===== config.mk =====
export PLATFORM = sky130hd
export DESIGN_NAME = graph_downstream_reachability_unit
export DESIGN_NICKNAME = d
export VERILOG_FILES = /design/src/rtl/core/gdr_pkg.sv /design/src/rtl/core/gdr_adj_mem.sv /design/src/rtl/core/gdr_pick.sv /design/src/rtl/core/graph_downstream_reachability_unit.sv
export SDC_FILE = /design/constraint.sdc
export NUM_CORES = 2
export LEC_CHECK = 0
export BUFFER_PORTS_ARGS = -buffer_cell sky130_fd_sc_hd__clkbuf_2
export CORE_ASPECT_RATIO = 0.5
export CORE_MARGIN = 2
export CORE_UTILIZATION = 45
export DETAILED_ROUTE_END_ITERATION = 8
export RECOVER_POWER = 25
export SLEW_MARGIN = 10
export SYNTH_ARGS = -nofsm -noshare
export SYNTH_HDL_FRONTEND = slang
export SYNTH_HIERARCHICAL = 1
export SYNTH_SLANG_ARGS = --single-unit

===== constraint.sdc =====
create_clock -name aclk -period 12.5 [get_ports aclk]
set_clock_uncertainty 0.15 [all_clocks]
set_input_delay 2.5 -clock aclk [delete_from_list [all_inputs] [get_ports aclk]]
set_output_delay 2.5 -clock aclk [all_outputs]
set_load 0.02 [all_outputs]

===== src/rtl/core/gdr_pkg.sv =====
// Package for the graph downstream reachability unit.
// Holds the request and result payload types, the memory access struct and shared constants.
// Depends on nothing.
package gdr_pkg;

    // Node indices are six bits wide, so at most 64 nodes fit.
    localparam int NODE_W        = 6;
    localparam int SET_W         = 64;
    localparam int NODES_DEFAULT = 64;

    // Operation codes of the request channel.
    localparam logic [1:0] OP_REGISTER = 2'd0;
    localparam logic [1:0] OP_ADD_EDGE = 2'd1;
    localparam logic [1:0] OP_QUERY    = 2'd2;

    typedef struct packed {
        logic [1:0]        operation;
        logic [NODE_W-1:0] node_a;
        logic [NODE_W-1:0] node_b;
    } req_t;

    typedef struct packed {
        logic [SET_W-1:0] reach_set;
        logic             origin_known;
        logic             edge_added;
    } res_t;

    // One access to the adjacency memory: at most one read and one write per cycle.
    typedef struct packed {
        logic              rd_en;
        logic [NODE_W-1:0] rd_row;
        logic              wr_en;
        logic [NODE_W-1:0] wr_row;
        logic [SET_W-1:0]  wr_data;
    } adj_req_t;

endpackage


===== src/rtl/core/gdr_adj_mem.sv =====
// Adjacency matrix storage for the graph downstream reachability unit.
// One synchronous memory row per node, with a valid bit per row so that reset empties it.
// Depends on gdr_pkg.
module gdr_adj_mem #(
    parameter int NODES = gdr_pkg::NODES_DEFAULT
) (
    input  logic                     aclk,
    input  logic                     aresetn,
    input  gdr_pkg::adj_req_t        req,
    output logic [gdr_pkg::SET_W-1:0] rd_data
);

    localparam int IDX_W = $clog2(NODES);

    logic [NODES-1:0] mem [NODES];
    logic [NODES-1:0] row_valid_reg;
    logic [NODES-1:0] rd_row_reg;
    logic             rd_ok_reg;
    logic [IDX_W-1:0] rd_idx;
    logic [IDX_W-1:0] wr_idx;

    assign rd_idx = req.rd_row[IDX_W-1:0];
    assign wr_idx = req.wr_row[IDX_W-1:0];

    always_ff @(posedge aclk) begin
        if (req.wr_en) begin
            mem[wr_idx] <= req.wr_data[NODES-1:0];
        end
        if (req.rd_en) begin
            rd_row_reg <= mem[rd_idx];
        end
    end

    always_ff @(posedge aclk) begin
        if (!aresetn) begin
            row_valid_reg <= '0;
            rd_ok_reg     <= 1'b0;
        end else begin
            if (req.wr_en) begin
                row_valid_reg[wr_idx] <= 1'b1;
            end
            if (req.rd_en) begin
                rd_ok_reg <= row_valid_reg[rd_idx];
            end
        end
    end

    // A row never written since reset reads as empty.
    assign rd_data = rd_ok_reg ? gdr_pkg::SET_W'(rd_row_reg) : '0;

endmodule


===== src/rtl/core/gdr_pick.sv =====
// Lowest pending node selector for the graph downstream reachability unit.
// Isolates the lowest set bit of the pending set and encodes its index.
// Depends on gdr_pkg.
module gdr_pick (
    input  logic [gdr_pkg::SET_W-1:0]  pending,
    output logic                       any,
    output logic [gdr_pkg::SET_W-1:0]  onehot,
    output logic [gdr_pkg::NODE_W-1:0] idx
);

    assign any    = |pending;
    assign onehot = pending & (~pending + gdr_pkg::SET_W'(1));

    always_comb begin
        idx = '0;
        for (int n = 0; n < gdr_pkg::SET_W; n++) begin
            if (onehot[n]) begin
                idx = idx | gdr_pkg::NODE_W'(n);
            end
        end
    end

endmodule


===== src/rtl/core/graph_downstream_reachability_unit.sv =====
// Top level of the graph downstream reachability unit.
// Holds the node bitmap, the request sequencer and the lowest-index-first walk over the adjacency memory.
// Depends on gdr_pkg, gdr_adj_mem and gdr_pick.

// The unit keeps a directed graph of up to NODES nodes and serves one request at a time.
// A register request goes from the idle state straight to the done state, which loads the
// result register. A query from an unknown origin and the unused operation code do the same.
// An add-edge request with two distinct known ends passes through the edge-read state, because
// it does one read and one write of the provider's adjacency row. A query from a registered
// origin passes through the walk state, which expands one reached node per cycle through the
// single read port of the adjacency memory. When the pending set runs dry, it waits for the
// row still in flight, and in a long chain each row must come back before the next node can
// be picked. Both the node bitmap and the adjacency matrix are empty right after reset, with
// no clearing pass. A finished result waits in an output register, and a new request is
// taken as soon as the sequencer is idle again. If the previous result has not been taken
// yet, the sequencer holds in its last state until it is.
module graph_downstream_reachability_unit #(
    parameter int NODES = gdr_pkg::NODES_DEFAULT
) (
    input  logic          aclk,
    input  logic          aresetn,
    input  logic          s_valid,
    output logic          s_ready,
    input  gdr_pkg::req_t s_data,
    output logic          m_valid,
    input  logic          m_ready,
    output gdr_pkg::res_t m_data
);

    localparam int SET_W  = gdr_pkg::SET_W;
    localparam int NODE_W = gdr_pkg::NODE_W;

    // Bits of the node sets that correspond to real nodes.
    localparam logic [SET_W:0]   NodeMaskW = ({{SET_W{1'b0}}, 1'b1} << NODES) - 1;
    localparam logic [SET_W-1:0] NodeMask  = NodeMaskW[SET_W-1:0];
    localparam logic [NODE_W:0]  NodeLimit = (NODE_W+1)'(NODES);

    typedef enum logic [3:0] {
        ST_IDLE    = 4'b0001,
        ST_EDGE_RD = 4'b0010,
        ST_WALK    = 4'b0100,
        ST_DONE    = 4'b1000
    } state_t;

    state_t              state_reg, state_next;
    logic [SET_W-1:0]    nodes_reg, nodes_next;
    logic [SET_W-1:0]    visited_reg, visited_next;
    logic [SET_W-1:0]    pending_reg, pending_next;
    logic                inflight_reg, inflight_next;
    logic [NODE_W-1:0]   node_a_reg, node_a_next;
    logic [NODE_W-1:0]   node_b_reg, node_b_next;
    logic                is_walk_reg, is_walk_next;
    logic                known_reg, known_next;
    logic                added_reg, added_next;
    logic                m_valid_reg, m_valid_next;
    gdr_pkg::res_t       m_data_reg, m_data_next;

    gdr_pkg::adj_req_t   mem_req;
    logic [SET_W-1:0]    mem_rdata;
    logic                pick_any;
    logic [SET_W-1:0]    pick_onehot;
    logic [NODE_W-1:0]   pick_idx;

    logic                accept;
    logic                a_in_range;
    logic                a_known;
    logic                b_known;
    logic [SET_W-1:0]    a_onehot;
    logic [SET_W-1:0]    b_onehot;
    logic [SET_W-1:0]    newly_reached;
    logic                out_free;

    gdr_adj_mem #(
        .NODES(NODES)
    ) u_adj_mem (
        .aclk   (aclk),
        .aresetn(aresetn),
        .req    (mem_req),
        .rd_data(mem_rdata)
    );

    gdr_pick u_pick (
        .pending(pending_reg),
        .any    (pick_any),
        .onehot (pick_onehot),
        .idx    (pick_idx)
    );

    assign s_ready  = (state_reg == ST_IDLE);
    assign accept   = s_valid && s_ready;
    assign out_free = !m_valid_reg || m_ready;
    assign m_valid  = m_valid_reg;
    assign m_data   = m_data_reg;

    // Indices at or above NODES are never set in the node bitmap, so a lookup
    // of the bitmap alone tells whether a node is known.
    assign a_in_range = {1'b0, s_data.node_a} < NodeLimit;
    assign a_known    = nodes_reg[s_data.node_a];
    assign b_known    = nodes_reg[s_data.node_b];
    assign a_onehot   = SET_W'(1) << s_data.node_a;
    assign b_onehot   = SET_W'(1) << node_b_reg;

    // Row data of the node expanded in the previous walk cycle, less what is already reached.
    assign newly_reached = inflight_reg ? (mem_rdata & NodeMask & ~visited_reg) : '0;

    always_comb begin
        state_next    = state_reg;
        nodes_next    = nodes_reg;
        visited_next  = visited_reg;
        pending_next  = pending_reg;
        inflight_next = 1'b0;
        node_a_next   = node_a_reg;
        node_b_next   = node_b_reg;
        is_walk_next  = is_walk_reg;
        known_next    = known_reg;
        added_next    = added_reg;
        m_valid_next  = m_valid_reg;
        m_data_next   = m_data_reg;

        mem_req         = '0;
        mem_req.rd_row  = node_a_reg;
        mem_req.wr_row  = node_a_reg;
        mem_req.wr_data = mem_rdata | b_onehot;

        if (m_valid_reg && m_ready) begin
            m_valid_next = 1'b0;
        end

        unique case (state_reg)
            ST_IDLE: begin
                if (accept) begin
                    node_a_next  = s_data.node_a;
                    node_b_next  = s_data.node_b;
                    is_walk_next = 1'b0;
                    added_next   = 1'b0;
                    known_next   = a_known;
                    state_next   = ST_DONE;
                    unique case (s_data.operation)
                        gdr_pkg::OP_REGISTER: begin
                            if (a_in_range) begin
                                nodes_next = nodes_reg | a_onehot;
                                known_next = 1'b1;
                            end
                        end
                        gdr_pkg::OP_ADD_EDGE: begin
                            // Self edges and edges with an unknown end are dropped.
                            if (s_data.node_a != s_data.node_b && a_known && b_known) begin
                                mem_req.rd_en  = 1'b1;
                                mem_req.rd_row = s_data.node_a;
                                state_next     = ST_EDGE_RD;
                            end
                        end
                        gdr_pkg::OP_QUERY: begin
                            if (a_known) begin
                                visited_next = a_onehot;
                                pending_next = a_onehot;
                                is_walk_next = 1'b1;
                                state_next   = ST_WALK;
                            end
                        end
                        default: begin
                        end
                    endcase
                end
            end

            ST_EDGE_RD: begin
                // The provider's row is back: set the consumer's bit and write it back.
                mem_req.wr_en = 1'b1;
                added_next    = 1'b1;
                state_next    = ST_DONE;
            end

            ST_WALK: begin
                // Expand the lowest pending node each cycle while the row of the node
                // picked in the previous cycle is merged into the reached set.
                mem_req.rd_en  = pick_any;
                mem_req.rd_row = pick_idx;
                inflight_next  = pick_any;
                visited_next   = visited_reg | newly_reached;
                pending_next   = (pending_reg & ~pick_onehot) | newly_reached;
                if (!pick_any && !inflight_reg) begin
                    state_next = ST_DONE;
                end
            end

            ST_DONE: begin
                if (out_free) begin
                    m_data_next.reach_set    = is_walk_reg ? visited_reg : '0;
                    m_data_next.origin_known = known_reg;
                    m_data_next.edge_added   = added_reg;
                    m_valid_next             = 1'b1;
                    state_next               = ST_IDLE;
                end
            end

            default: begin
                state_next = ST_IDLE;
            end
        endcase
    end

    always_ff @(posedge aclk) begin
        if (!aresetn) begin
            state_reg    <= ST_IDLE;
            nodes_reg    <= '0;
            visited_reg  <= '0;
            pending_reg  <= '0;
            inflight_reg <= 1'b0;
            m_valid_reg  <= 1'b0;
        end else begin
            state_reg    <= state_next;
            nodes_reg    <= nodes_next;
            visited_reg  <= visited_next;
            pending_reg  <= pending_next;
            inflight_reg <= inflight_next;
            m_valid_reg  <= m_valid_next;
        end
    end

    always_ff @(posedge aclk) begin
        node_a_reg  <= node_a_next;
        node_b_reg  <= node_b_next;
        is_walk_reg <= is_walk_next;
        known_reg   <= known_next;
        added_reg   <= added_next;
        m_data_reg  <= m_data_next;
    end

endmodule


Word level (Yosys, flattened, before mapping):

Memories as Yosys holds them, arrays and structs flattened. A register that Yosys moved wholly into a read port is not among the register bits.
Cells that the tools add are included.

* word-level logic and storage cells: 230
* RAM bits: 4096
* ROM bits: 0
* latch bits: 0
* memories kept: 1
* output and inout bits: 68
* bits in registers: 344
* input bits: 18

* reductions and logical operators: 21
* shift operators: 2
* $lt $le $gt $ge: 5
* multiplexer cells: 158
* multiply operators: 0
* divide/modulo/power cells: 0
* add/subtract/negate cells: 1
* eq/ne operators: 15
* bitwise gates (word level): 11

Memories
* u_adj_mem.mem: words 64, width 64, read ports 1, clocked after memory_dff 1, wr ports 1, RTL line gdr_adj_mem.sv:15 `logic [NODES-1:0] mem [NODES];`

Operators with widths (number)
* 64-bit two-way mux: 22
* 64-bit bitwise OR: 5
* 64-bit one-hot mux with 2 select lines: 2
* 6-bit two-way mux: 36
* 64-bit AND: 3
* 64-bit inverter: 3
* 66-bit two-way mux: 2
* 1-bit by 6-bit left shift with 64-bit output (first input constant): 2
* 4-bit two-way mux: 24
* 5-bit two-way mux: 16
* 64-bit by 1-bit adder with 64-bit output (second input constant): 1
* 64-bit OR reduction: 1
* 7-bit two-way mux: 9
* 1-bit two-way mux: 33
* 6-bit by 7-bit < comparator with 1-bit output (second input constant): 4
* 1-bit binary-select mux with 6-bit select: 3
* 4-bit one-hot mux with 4 select lines: 1
* 7-bit one-hot mux with 2 select lines: 1
* 3-bit two-way mux: 4
* 2-bit by 1-bit != test with 1-bit output (second input constant): 6
* 4-bit one-hot mux with 2 select lines: 1
* 2-bit AND reduction: 4
* 1-bit demux with 6-bit select: 1
* 6-bit by 1-bit greater-or-equal comparator with 1-bit output (second input constant): 1
* 17 further kinds: 28

Logic depth before layout (Yosys ltp):

* word-level depth: 71
* gate-level depth with buffers: 21
* gate-level depth less buffers: 14

Hierarchy:

Netlist, hierarchy kept.

Modules (own cells, without submodules)
* gdr_adj_mem: cells an instance 6320, sequential area each 126221.1 µm², instances 1, area each 159565.5 µm²
* graph_downstream_reachability_unit: cells an instance 1554, sequential area each 6396.1 µm², instances 1, area each 14119.8 µm²
* gdr_pick: cells an instance 289, sequential area each 0.0 µm², instances 1, area each 1726.7 µm²

Least setup slack after synthesis:

No wires, ideal clock.

* kind: input port to flip-flop
* start: input s_data[0] in the netlist's numbering
* end: register u_adj_mem.rd_row_reg[10] (read register of u_adj_mem.mem), data pin
* slack: 5.491 ns
* arrival: 6.600 ns
* required time: 12.091 ns
* buffers on the path: 5
* setup time: 0.259 ns
* stages: 16
* cells stage by stage: buf_2 -> buf_2 -> mux4_2 -> nor2b_1 -> a2111oi_0 -> a2111oi_0 -> a32o_1 -> a41oi_1 -> a221o_1 -> buf_2 -> clkbuf_1 -> buf_2 -> mux4_2 -> mux4_2 -> a22oi_1 -> nand2_1

RTL lines
* from (decl): RTL line graph_downstream_reachability_unit.sv:24 `input gdr_pkg::req_t s_data,`
* to (decl): RTL line gdr_adj_mem.sv:17 `logic [NODES-1:0] rd_row_reg;`

==> key figures <==
Clock network
  – CTS tree: done
  – Clock latency on the worst-skew pair: 0.96 ns
  – Clk buf depth: 4
  – Clock slew at reported path FFs: ~0.070 ns
  – Deepest level of the CTS H-tree: 5
  – CTS sink cnt: around 4500
  – CTS Hold Bufs: 0
  – Clk root buf: clkbuf_16
  – CTS resizes: 0
  – Num CTS Buffers: between 400 and 500
  – Setup bufs post-CTS: 0

Detailed routing
  – Iteration count of the initial detailed-routing pass: 6
  – Starting DRT DRC Count: 15800
  – Wire per inst: 37.6 um
  – Drt total wl: ~520000 um
  – DR vias: 91200
  – DR DRC count: 0
  – Detail Route Antenna Nets: 0
  – DR vias/cell: 6.53

Outcome
  – Status: complete, but fails checks
  – Failing checks: capacitance limit, slew limit

Yosys
  – Largest family of logic cells by synthesized area: multiplexers
  – Mean Syn Cell Area: 21.5 um^2
  – Post-synthesis mux area share: 17.1%
  – Synth Area in Adders: 0.0214%
  – Seq/Total Area, Yosys: 75.6%
  – Ys async rst share: 0%
  – Compound-Gate Fraction of Synth Area: roughly 3.2%
  – Simple-gate area share of the yosys netlist: 2.71%
  – Ys Warns: 6
  – EDFF count, synth: 4241
  – Post-Synthesis Cells: 8163
  – Netlist area before placement: 175000 um^2
  – Syn Nets: 8184
  – Synth cell types: 73
  – Register bit total from synthesis: approximately 4500
  – XOR/XNOR Fraction of Synth Area: 0.0250%
  – Ys flop type: edfxtp_1

Critical path
  – Crit path cell chain: clkbuf_1, mux4_2, mux2_2, a211oi_1, a2111oi_0, a32o_1, a41oi_1, a221o_4, buf_12, buf_4, mux4_2, mux4_2, a22oi_1, nand2_1
  – Crit end category: register
  – Crit-path slowest cell: clkbuf_1
  – WP data required: 13.04 ns
  – Biggest cell delay along the critical path: 1.38 ns
  – Crit path max fanout: 41
  – Worst path most repeated cell: mux4_2
  – Critical path arrival: 9.68 ns
  – Buf/Inv on CP: 3
  – CP startpoint kind: input pin
  – Critical path class: input pin to register
  – CP top delay family: compound AO/OA/AOI/OAI gates

Worst hold path
  – Min-Delay Path Class: register to register

Global route
  – Initial antenna violation count: 24
  – First-pass GRT wire length: 718000 um
  – Vias in the first global route: 87000
  – Largest net degree at the start of global routing: 127
  – Gr usage total: 26.1%
  – GRT overflow: 0

Die
  – Die Height: approximately 450 um
  – FP Rows: 162
  – Die W: 887 um
  – CORE AREA: 389000 um^2
  – Total die area: 395000 um^2
  – IO Pins: 86
  – Initial Utilization: 45.1%

Timing
  – Smallest hold slack: roughly 0.28 ns
  – Setup repair after global routing missed its margin: false
  – Min cycle time layout: 9.14 ns
  – Relative slew slack: -94.8%
  – Final Slew Violations: 2160
  – Setup TNS Final: 0 ns
  – F_max: approximately 110 MHz
  – Final setup viols: 0
  – Slew @ Worst Pin: 2.92 ns
  – Tcrit/Tclk final: 73.1%
  – Final hold viol count: 0

Pwr
  – Clock network power share: 42.1%
  – Switching fraction of total power: 21.0%
  – Net load switching power: 6.33 mW
  – Max IR drop VDD: 116 uV
  – Combinational share of power: 3.7%
  – LEAKAGE: 53.0 nW
  – Sequential Power Share: 54.2%
  – Power density over the cells: 153 nW/um^2
  – Final Total Pwr: 30.1 mW
  – Internal: 23.8 mW

Final layout
  – Reg area: 133000 um^2
  – Fraction of layout cells with a size suffix above 1: 26.8%
  – Fill cells: 30500
  – Post-layout nets: approximately 8500
  – Area Growth Syn to Fin: 12.2%
  – Largest register FFs: 4096
  – Multi-input logic area: 41100 um^2

Placed design
  – Final HPWL DP: 274000 um
  – I/O Buffers: 85
  – GPL Wtd Cong: between 0.9 and 1

Job
  – Max Cap Viol: 44
## logic make-up after synthesis
| kind of cell | after synthesis |
|---|---|
| AND/OR/NAND/NOR | 941 |
| flip-flops | 4504 |
| XOR/XNOR | 5 |
| multiplexers | 1348 |
| buffers and inverters | 564 |
| adder cells (fa/ha/maj) | 3 |
| AO/OA/AOI/OAI | 798 |
## per-stage QoR
stage | setup WS (ns) | instance area [um^2] | cells | util, %
final | 3.36 | 197000 | 14000 | 50.6
after global routing | 2.94 | 197000 | 14000 | 50.6
after CTS | 4.18 | 197000 | 14000 | 50.7
after detailed placement | 3.13 | 184000 | 13200 | 47.3
after global placement | 3.10 | 184000 | 13200 | 47.3
after floorplan | 5.49 | 175000 | 8163 | -
## area by class of cell
type	instances	area share [%]
antenna	5	0.00636
clock buffer	482	5.38
clock inverter	247	1.32
inverter	91	0.174
multi-input combinational	3095	20.9
sequential	4504	67.4
tap	5166	3.28
timing repair buffer	381	1.60
## power by group through the flow
stage / sequential (mW) / combinational, mW / clock, mW
after floorplan: 16.7 / 0.763 / 0
after global placement: 16.7 / 1.12 / 0
after detailed placement: 16.7 / 1.12 / 0
after CTS: 16.3 / 1.12 / 12.8
after global routing: 16.3 / 1.17 / 13.4
final: 16.3 / 1.11 / 12.7
## per-layer routing
metal / share of wire [%] / track usage [%]
met5: 0.024 / 0
met4: 3.1 / 7.24
met3: 13 / 7.09
met2: 44 / 38.0
met1: 40 / 39.2
## cell usage in the layout, fill, tap and decap left out, types with 15 or more instances in the layout
cell type / netlist / final
clkinvlp_4: 0 / 15
buf_12: 0 / 52
nand4_1: 22 / 22
dfxtp_1: 263 / 262
nand2_1: 259 / 259
clkinv_2: 0 / 82
nor3_1: 106 / 100
o31ai_1: 67 / 67
nand2b_1: 23 / 23
clkbuf_1: 294 / 123
and2_1: 145 / 54
o22ai_1: 70 / 70
a21oi_1: 139 / 139
a21o_1: 48 / 38
a22o_1: 64 / 64
clkbuf_16: 0 / 413
mux4_2: 1311 / 1311
and2_0: 0 / 89
nor4_1: 22 / 21
nor2_4: 0 / 56
inv_1: 91 / 91
o21bai_1: 22 / 15
a22oi_1: 138 / 138
nor2b_1: 32 / 28
o21a_1: 195 / 195
mux2i_1: 20 / 20
nand3_1: 48 / 48
buf_4: 12 / 202
and3_1: 23 / 22
clkbuf_2: 0 / 71
mux2_2: 17 / 17
nor2_1: 192 / 134
edfxtp_1: 4241 / 4241
clkinv_1: 0 / 78
bufinv_16: 0 / 48
## cells in the mapped netlist (all sizes together), types with 8 or more instances
master / n / share of area, %
nor3: 109 / 0.32
a21oi: 140 / 0.41
nand2b: 23 / 0.082
nor4: 28 / 0.14
inv: 91 / 0.19
nor4b: 9 / 0.045
nor2b: 32 / 0.11
and3: 23 / 0.082
dfxtp: 263 / 3.0
nor2: 192 / 0.41
a22oi: 138 / 0.59
nor3b: 9 / 0.039
a21o: 48 / 0.21
clkbuf: 294 / 0.63
a2111oi: 8 / 0.040
o21ai: 12 / 0.034
edfxtp: 4241 / 73
mux2i: 20 / 0.11
nand3: 51 / 0.15
o21a: 195 / 0.83
buf: 179 / 0.53
nand2: 260 / 0.56
o22ai: 71 / 0.26
o31ai: 67 / 0.29
a22o: 64 / 0.32
and2: 145 / 0.52
o21bai: 22 / 0.094
nand4: 23 / 0.086
mux4: 1311 / 17
mux2: 17 / 0.11
## final timing paths
check | startpoint | cells after the start | end | slack, ns
max | s_data[0] | 14 | u_adj_mem/rd_row_reg[22] | 3.36
min | known_reg | 0 | m_data[1] | 0.28
max reg2reg | u_adj_mem/rd_ok_reg | 4 | u_adj_mem/mem[44][59] | 4.79
min reg2reg | known_reg | 0 | m_data[1] | 0.28
(Power assumes the default switching activity.)
